$ cat config.mk
export PLATFORM = sky130hd
export DESIGN_NAME = sts_cell
export DESIGN_NICKNAME = d
export VERILOG_FILES = /design/src/hdl/sts_pkg.sv /design/src/hdl/sts_cell.sv
export SDC_FILE = /design/constraint.sdc
export NUM_CORES = 1
export LEC_CHECK = 0
export BUFFER_PORTS_ARGS = -buffer_cell sky130_fd_sc_hd__buf_2
export CAP_MARGIN = 40
export CELL_PAD_IN_SITES_DETAIL_PLACEMENT = 1
export CELL_PAD_IN_SITES_GLOBAL_PLACEMENT = 1
export CORE_MARGIN = 2
export CORE_UTILIZATION = 23
export DETAILED_ROUTE_END_ITERATION = 8
export HOLD_SLACK_MARGIN = 0.05
export PLACE_DENSITY_LB_ADDON = 0.1
export SLEW_MARGIN = 0
export SYNTH_ARGS = -nofsm -noshare
export SYNTH_HDL_FRONTEND = slang
export SYNTH_SLANG_ARGS = --single-unit
$ cat constraint.sdc
create_clock -name clk_i -period 11.8 [get_ports clk_i]
set_input_delay 1.77 -clock clk_i [delete_from_list [all_inputs] [get_ports clk_i]]
set_output_delay 1.77 -clock clk_i [all_outputs]
set_load 0.01 [all_outputs]
$ cat src/hdl/sts_pkg.sv
// Shared types and constants for the sorted table search block.
`default_nettype none

package sts_pkg;

  localparam int unsigned DataW = 32;
  localparam int unsigned PosW  = 7;

  localparam logic ReqAdd    = 1'b0;
  localparam logic ReqSearch = 1'b1;

  localparam logic [1:0] StatAdded    = 2'd0;
  localparam logic [1:0] StatFull     = 2'd1;
  localparam logic [1:0] StatFound    = 2'd2;
  localparam logic [1:0] StatNotFound = 2'd3;

  typedef enum logic [1:0] {
    StIdle  = 2'b01,
    StProbe = 2'b10
  } state_e;

  // data handed from one cell to the next
  typedef struct packed {
    logic signed [DataW-1:0] entry;
    logic                    gt;
  } link_t;

  // per-cell control from the sequencer
  typedef struct packed {
    logic in_use;
    logic at_end;
    logic ins_en;
    logic cmp_en;
  } cell_ctl_t;

endpackage

`default_nettype wire

$ cat src/hdl/sts_cell.sv
// One table cell: holds an entry, shifts on sorted insert, compares against a key.
`default_nettype none

module sts_cell
  import sts_pkg::*;
(
  input  wire logic                    clk_i,
  input  wire cell_ctl_t               ctl_i,
  input  wire logic signed [DataW-1:0] value_i,
  input  wire link_t                   prev_i,
  output link_t                        next_o,
  output logic                         eq_o,
  output logic                         lt_o
);

  logic signed [DataW-1:0] entry_q, entry_d;
  logic                    eq_q, eq_d;
  logic                    lt_q, lt_d;
  logic                    gt;

  assign gt = ctl_i.in_use && (entry_q > value_i);

  always_comb begin
    entry_d = entry_q;
    if (ctl_i.ins_en && (gt || ctl_i.at_end)) begin
      entry_d = prev_i.gt ? prev_i.entry : value_i;
    end
    eq_d = eq_q;
    lt_d = lt_q;
    if (ctl_i.cmp_en) begin
      eq_d = (entry_q == value_i);
      lt_d = (entry_q < value_i);
    end
  end

  always_ff @(posedge clk_i) begin
    entry_q <= entry_d;
    eq_q    <= eq_d;
    lt_q    <= lt_d;
  end

  assign next_o.entry = entry_q;
  assign next_o.gt    = gt;
  assign eq_o         = eq_q;
  assign lt_o         = lt_q;

endmodule

`default_nettype wire

==> metrics, run 1 <==
status finished clean; share of flip-flops with an asynchronous set or reset after synthesis 0%; count of yosys warnings during synthesis 0; maximum number of pins on one net before global-route repair 43; final count of negative-setup-slack endpoints 0; Die Span Y 102.0 um; post-CTS setup-driven buffer insertion count 0; Hold/Removal Path Class flip-flop to flip-flop; die area 10400 um2; RSZ-0062 raised after global routing false; antenna-violating nets left 0; GRT overflow 0; Worst Skew 0.004900 ns; hold violation count in the final report 0; maximum resistive drop on vdd 0.00003462 V; depth of the worst register-to-register path 8; Final Wtd Congestion 0.6554; DIE WIDTH 102.0 um; sequential cell area 1021 um2; share of the cycle needed by the critical path after routing 48.42%; number of sinks driven by the clock tree 34; number of gates resized after CTS 0; number of nets at the end of the flow 434; nature of the critical path endpoint output port; launching element type of the critical path primary input; slowest cell on the critical path sky130_fd_sc_hd__or4b_1; Commonest cells post-synth 38 x sky130_fd_sc_hd__nand2_1, 34 x sky130_fd_sc_hd__edfxtp_1, 34 x sky130_fd_sc_hd__inv_1, 33 x sky130_fd_sc_hd__o21ai_0, 32 x sky130_fd_sc_hd__ha_1; I/O Pins 105; max-capacitance violation count 0; overall routed net length 6013 um; half-perimeter wire length of the detailed placement result 4909 um; Worst-Margin Slew 0.5390 ns; quantity of I/O buffers inserted on ports 104; most frequent cell after synthesis sky130_fd_sc_hd__nand2_1; peak clock frequency supported by timing 175.0 MHz; setup slack of the critical path after layout 6.086 ns; CORE AREA 9284 um2; mean routed wirelength per cell 13.07 um; row count 35; vias in the first global route 1912; maximum fanout along the worst path 3; leading register cell type out of synthesis sky130_fd_sc_hd__edfxtp_1; H-tree levels 2; critical path data required time 10.03 ns; Setup Crit Path Kind primary input to output port; power per unit of standard cell area 101.6 nW/um2; Avg Vias per Cell 4.215; Cells after Synth 227; cell depth of the worst min-delay path 2; CTS max path bufs 2; library cell occupying the most area in the post-synthesis netlist sky130_fd_sc_hd__edfxtp_1; wire length of the first global-routing pass 9225 um; cell with the most instances on the worst path sky130_fd_sc_hd__buf_2; Net Count, Synth 329; leak pwr 1.450 nW; number of antenna violations at the first check in global routing 0; Clk Latency, worst-skew pair 0.28 ns; proportion of layout cells with a drive suffix above 1 35.05%; vias post-DR 1939; remaining max-slew budget at the tightest pin 64.07%; Synth-to-Final Area Change 34.58%; count of flip-flops with a built-in enable after synthesis 34; area occupied by multi-input gates 1040 um2; Stages on worst setup path 10; filler cell count 1153; TNS Setup 0 ns; buffering stage count on the worst path with inverters included 3; register clock-pin slew on the reported worst setup and hold paths 0.07 ns; top cell type's share of synthesized area 46.26%; register-to-register setup slack 8.32 ns; count of hold buffers inserted by post-cts repair 0; Slew Limit Fails 0; number of remaining DRC errors 0; top cells by area, synth sky130_fd_sc_hd__edfxtp_1 46%, sky130_fd_sc_hd__ha_1 18%, sky130_fd_sc_hd__o21ai_0 7.5%; number of placed instances, taps included 454; post-layout utilization of the core 31.99%; cell class contributing the biggest share of worst-path delay compound AO/OA/AOI/OAI gates; DR pass1 iterations 4; number of library cell types mapped by synthesis 30; clock tree from TritonCTS yes; number of CTS-inserted buffers 5; Overall Global Routing Usage 11.58%; netlist area before placement 2207 um2; highest cell delay on the worst timing path 0.59 ns; setup slack at placement 6.092 ns; count of non-filler cells in the finished layout 460; root cell of the clock tree sky130_fd_sc_hd__clkbuf_8; clock period minus worst slack 5.714 ns; count of inserted antenna diode cells 0; sequential cell area fraction in the yosys report 46.26%; number of design-rule violations left by the first detailed-router iteration 28; initial core utilization 23.77%; Post-Syn Area per Cell 9.723 um2; number of storage elements in the synthesis netlist 34; crit path DAT 3.94 ns; series of cell instances along the critical path buf_2 > inv_1 > ha_1 > a21oi_1 > o21ai_0 > a221o_1 > a211o_1 > or4b_1 > nand2_1 > buf_2
==> worst register-to-register path: cells and delay by family, from the launching register on <==
family / cells / cell delay (ns)
DFF: 1 / 0.40
and+or+nand+nor: 1 / 0.59
buffers and inverters: 1 / 0.40
adders and majority gates: 1 / 0.32
AOI/OAI and AO/OA: 5 / 1.44
==> power breakdown <==
group | switching, W | leakage, nW | internal [W]
combinational | 0.0000400 | 1.09 | 0.0000319
clock | 0.0000419 | 0.0375 | 0.0000385
sequential | 0.00000448 | 0.326 | 0.000145
total | 0.0000863 | 1.45 | 0.000216
==> sequential cells by signal, summed over array words and instances, names as in the netlist <==
signal / cells
lt_o: 1
entry_q: 32
eq_o: 1
==> cell usage in the layout, fill, tap and decap left out, drive strengths merged, types with 2 or more instances in the layout <==
cell type    n
nor4         3
a21o         2
nor2b        2
o21ai       34
nor3         2
inv         34
edfxtp      34
nor2         2
clkbuf       5
nand2       38
nand4        6
buf        106
a21oi       14
nand3        3
ha          32
o211ai       2
==> final timing paths <==
check	end	startpoint
max reg2reg	entry_q[29]	entry_q[23]
min	lt_o	entry_q[31]
max	next_o[0]	value_i[23]
min reg2reg	lt_o	entry_q[31]
==> logic make-up (layout without fill, tap and decap cells) <==
group	count (synthesis)	after routing	synth area share, %
flip-flops	34	34	46.26
AND/OR/NAND/NOR	59	59	12.47
XOR/XNOR	1	1	0.3969
buffers and inverters	42	146	7.313
AO/OA/AOI/OAI	58	58	14.91
multiplexers	1	1	0.5102
adder cells (fa/ha/maj)	32	32	18.14
==> routing by layer <==
metal  routed length, um  GRT usage, %
met5                   0             0
met2                2623         17.71
met3                 316         2.804
met4                  70         3.385
met1                3002         16.29
==> per-stage QoR <==
stage | power (W) | hold slack, ns | area, um2
final | 0.0003018 | 0.8695 | 2970
after global routing | 0.0003229 | 0.9169 | 2970
after CTS | 0.0003090 | 0.8667 | 2970
after detailed placement | 0.0002262 | 0.8478 | 2898
after global placement | 0.0002241 | 0.8280 | 2878
after floorplan | 0.0001930 | 0.8201 | 2207
==> cell type report <==
class / count / area share (%)
Clock buffer: 5 / 2.317
Inverter: 34 / 4.297
Timing Repair Buffer: 106 / 18.45
Clock inverter: 1 / 0.1264
Tap cell: 129 / 5.434
Sequential cell: 34 / 34.37
Multi-Input combinational cell: 151 / 35.00
No activity file was read; power rests on OpenSTA's default activity.
==> inputs of run 2 (changes only) <==
Clock period 11.8 ns to 5.95 ns, I/O delays scaled along.
==> metrics, run 2 (synthesis results as in run 1) <==
status finished clean; max FFs per register 32; TNS Setup 0 ns; clock power share 26.4%; Worst Hold Margin 0.8304 ns; Die Span Y 102.0 um; count of inserted antenna diode cells 0; register with the most flip-flops entry_q; maximum fanout along the worst path 3; peak clock frequency supported by timing 249.2 MHz; vias in the first global route 2003; Final Wtd Congestion 0.7086; die area 10400 um2; initial core utilization 23.77%; post-CTS setup-driven buffer insertion count 0; antenna-violating nets left 0; final count of negative-setup-slack endpoints 0; most common cell after layout, fill and taps aside sky130_fd_sc_hd__buf_2; Overall Global Routing Usage 11.85%; number of gates resized after CTS 0; proportion of layout cells with a drive suffix above 1 35.05%; post-layout utilization of the core 32.21%; DIE WIDTH 102.0 um; Slew Limit Fails 0; mean routed wirelength per cell 13.03 um; DR pass1 iterations 4; launching element type of the critical path primary input; RSZ-0062 raised after global routing false; register-to-register setup slack 2.51 ns; net load switching power 0.0001711 W; hold violation count in the final report 0; quantity of I/O buffers inserted on ports 104; vias post-DR 1942; I/O Pins 105; Avg Vias per Cell 4.222; register clock-pin slew on the reported worst setup and hold paths 0.07 ns; nature of the critical path endpoint output port; row count 35; depth of the worst register-to-register path 8; Worst Skew 0.005558 ns; cell depth of the worst min-delay path 1; CTS max path bufs 2; number of design-rule violations left by the first detailed-router iteration 24; hold path endpoint lt_o; half-perimeter wire length of the detailed placement result 4959 um; GRT overflow 0; Hold/Removal Path Class primary input to flip-flop; leak pwr 1.457 nW; number of remaining DRC errors 0; share of the cycle needed by the critical path after routing 67.44%; overall routed net length 5993 um; worst hold start ctl_i[0]; count of hold buffers inserted by post-cts repair 0; Synth-to-Final Area Change 35.49%; maximum resistive drop on vdd 0.00006968 V; Setup Crit Path Kind primary input to output port; clock period minus worst slack 4.013 ns; clock tree from TritonCTS yes; share of power burned in registers 49.4%; combinational share of power 24.1%; CORE AREA 9284 um2; power per unit of standard cell area 201.0 nW/um2; maximum number of pins on one net before global-route repair 45; critical path data required time 5.06 ns; Worst-Margin Slew 0.7203 ns; number of sinks driven by the clock tree 34; number of CTS-inserted buffers 5; max-capacitance violation count 0; proportion of total power due to net switching 28.46%; remaining max-slew budget at the tightest pin 51.98%; crit path DAT 3.12 ns; H-tree levels 2; Clk Latency, worst-skew pair 0.28 ns; root cell of the clock tree sky130_fd_sc_hd__clkbuf_8; number of nets at the end of the flow 434; Internal Power 0.0004299 W; reg-to-reg critical path endpoint entry_q[7]; number of antenna violations at the first check in global routing 0; wire length of the first global-routing pass 9528 um; most frequent cells in the layout 104 x sky130_fd_sc_hd__buf_2, 38 x sky130_fd_sc_hd__nand2_1, 34 x sky130_fd_sc_hd__inv_1, 34 x sky130_fd_sc_hd__edfxtp_1, 33 x sky130_fd_sc_hd__o21ai_0; RR Startpoint entry_q[23]
run 2: power groups by stage:
stage                     Clock [W]  Sequential, W  Combinational (W)
after floorplan                   0       0.000311          0.0000722
after global placement            0       0.000303           0.000141
after detailed placement          0       0.000303           0.000148
after CTS                  0.000170       0.000298           0.000150
after global routing       0.000178       0.000299           0.000169
final                      0.000159       0.000297           0.000145
run 2: how the worst max path moves through the flow:
stage	from	end	slack (ns)	cells past startpoint
after CTS	value_i[23]	next_o[0]	1.95	10
after global routing	value_i[21]	next_o[0]	1.86	10
after global placement	value_i[23]	entry_q[7]	1.77	9
final	value_i[23]	next_o[0]	1.94	10
after floorplan	value_i[30]	entry_q[0]	1.28	8
after detailed placement	value_i[23]	entry_q[7]	1.88	10
run 2: routing by layer:
layer | part of all wire (%) | GRT usage [%] | up-vias
met5 | 0 | 0 | -
met3 | 6.4 | 3.488 | 4
met1 | 47 | 15.93 | 869
met4 | 1.2 | 3.692 | 0
li1 | - | - | 1010
met2 | 45 | 18.42 | 59
run 2: layout make-up:
type	count	area [um2]
Multi-Input combinational cell	151	1040
Fill cell	1143	6294
Sequential cell	34	1021
Clock inverter	1	3.754
Tap cell	129	161.4
Timing Repair Buffer	106	568.0
Inverter	34	127.6
Clock buffer	5	68.82
run 2: per-stage QoR:
step / cells / area (um2) / power, W / setup slack [ns]
floorplan: 227 / 2207 / 0.0003828 / 1.277
global placement: 452 / 2870 / 0.0004443 / 1.770
finish: 460 / 2990 / 0.0006009 / 1.937
global route: 460 / 2990 / 0.0006454 / 1.859
detailed placement: 454 / 2918 / 0.0004513 / 1.884
CTS: 460 / 2990 / 0.0006171 / 1.946
run 2: critical path, cell delays in order:
cell and delay, ns:
sky130_fd_sc_hd__buf_2 0.07, sky130_fd_sc_hd__inv_1 0.04, sky130_fd_sc_hd__ha_1 0.32, sky130_fd_sc_hd__a21oi_1 0.15
sky130_fd_sc_hd__o21ai_0 0.17, sky130_fd_sc_hd__a221o_1 0.36, sky130_fd_sc_hd__a211o_1 0.26, sky130_fd_sc_hd__or4b_1 0.58
sky130_fd_sc_hd__nand2_1 0.13, sky130_fd_sc_hd__buf_2 0.14
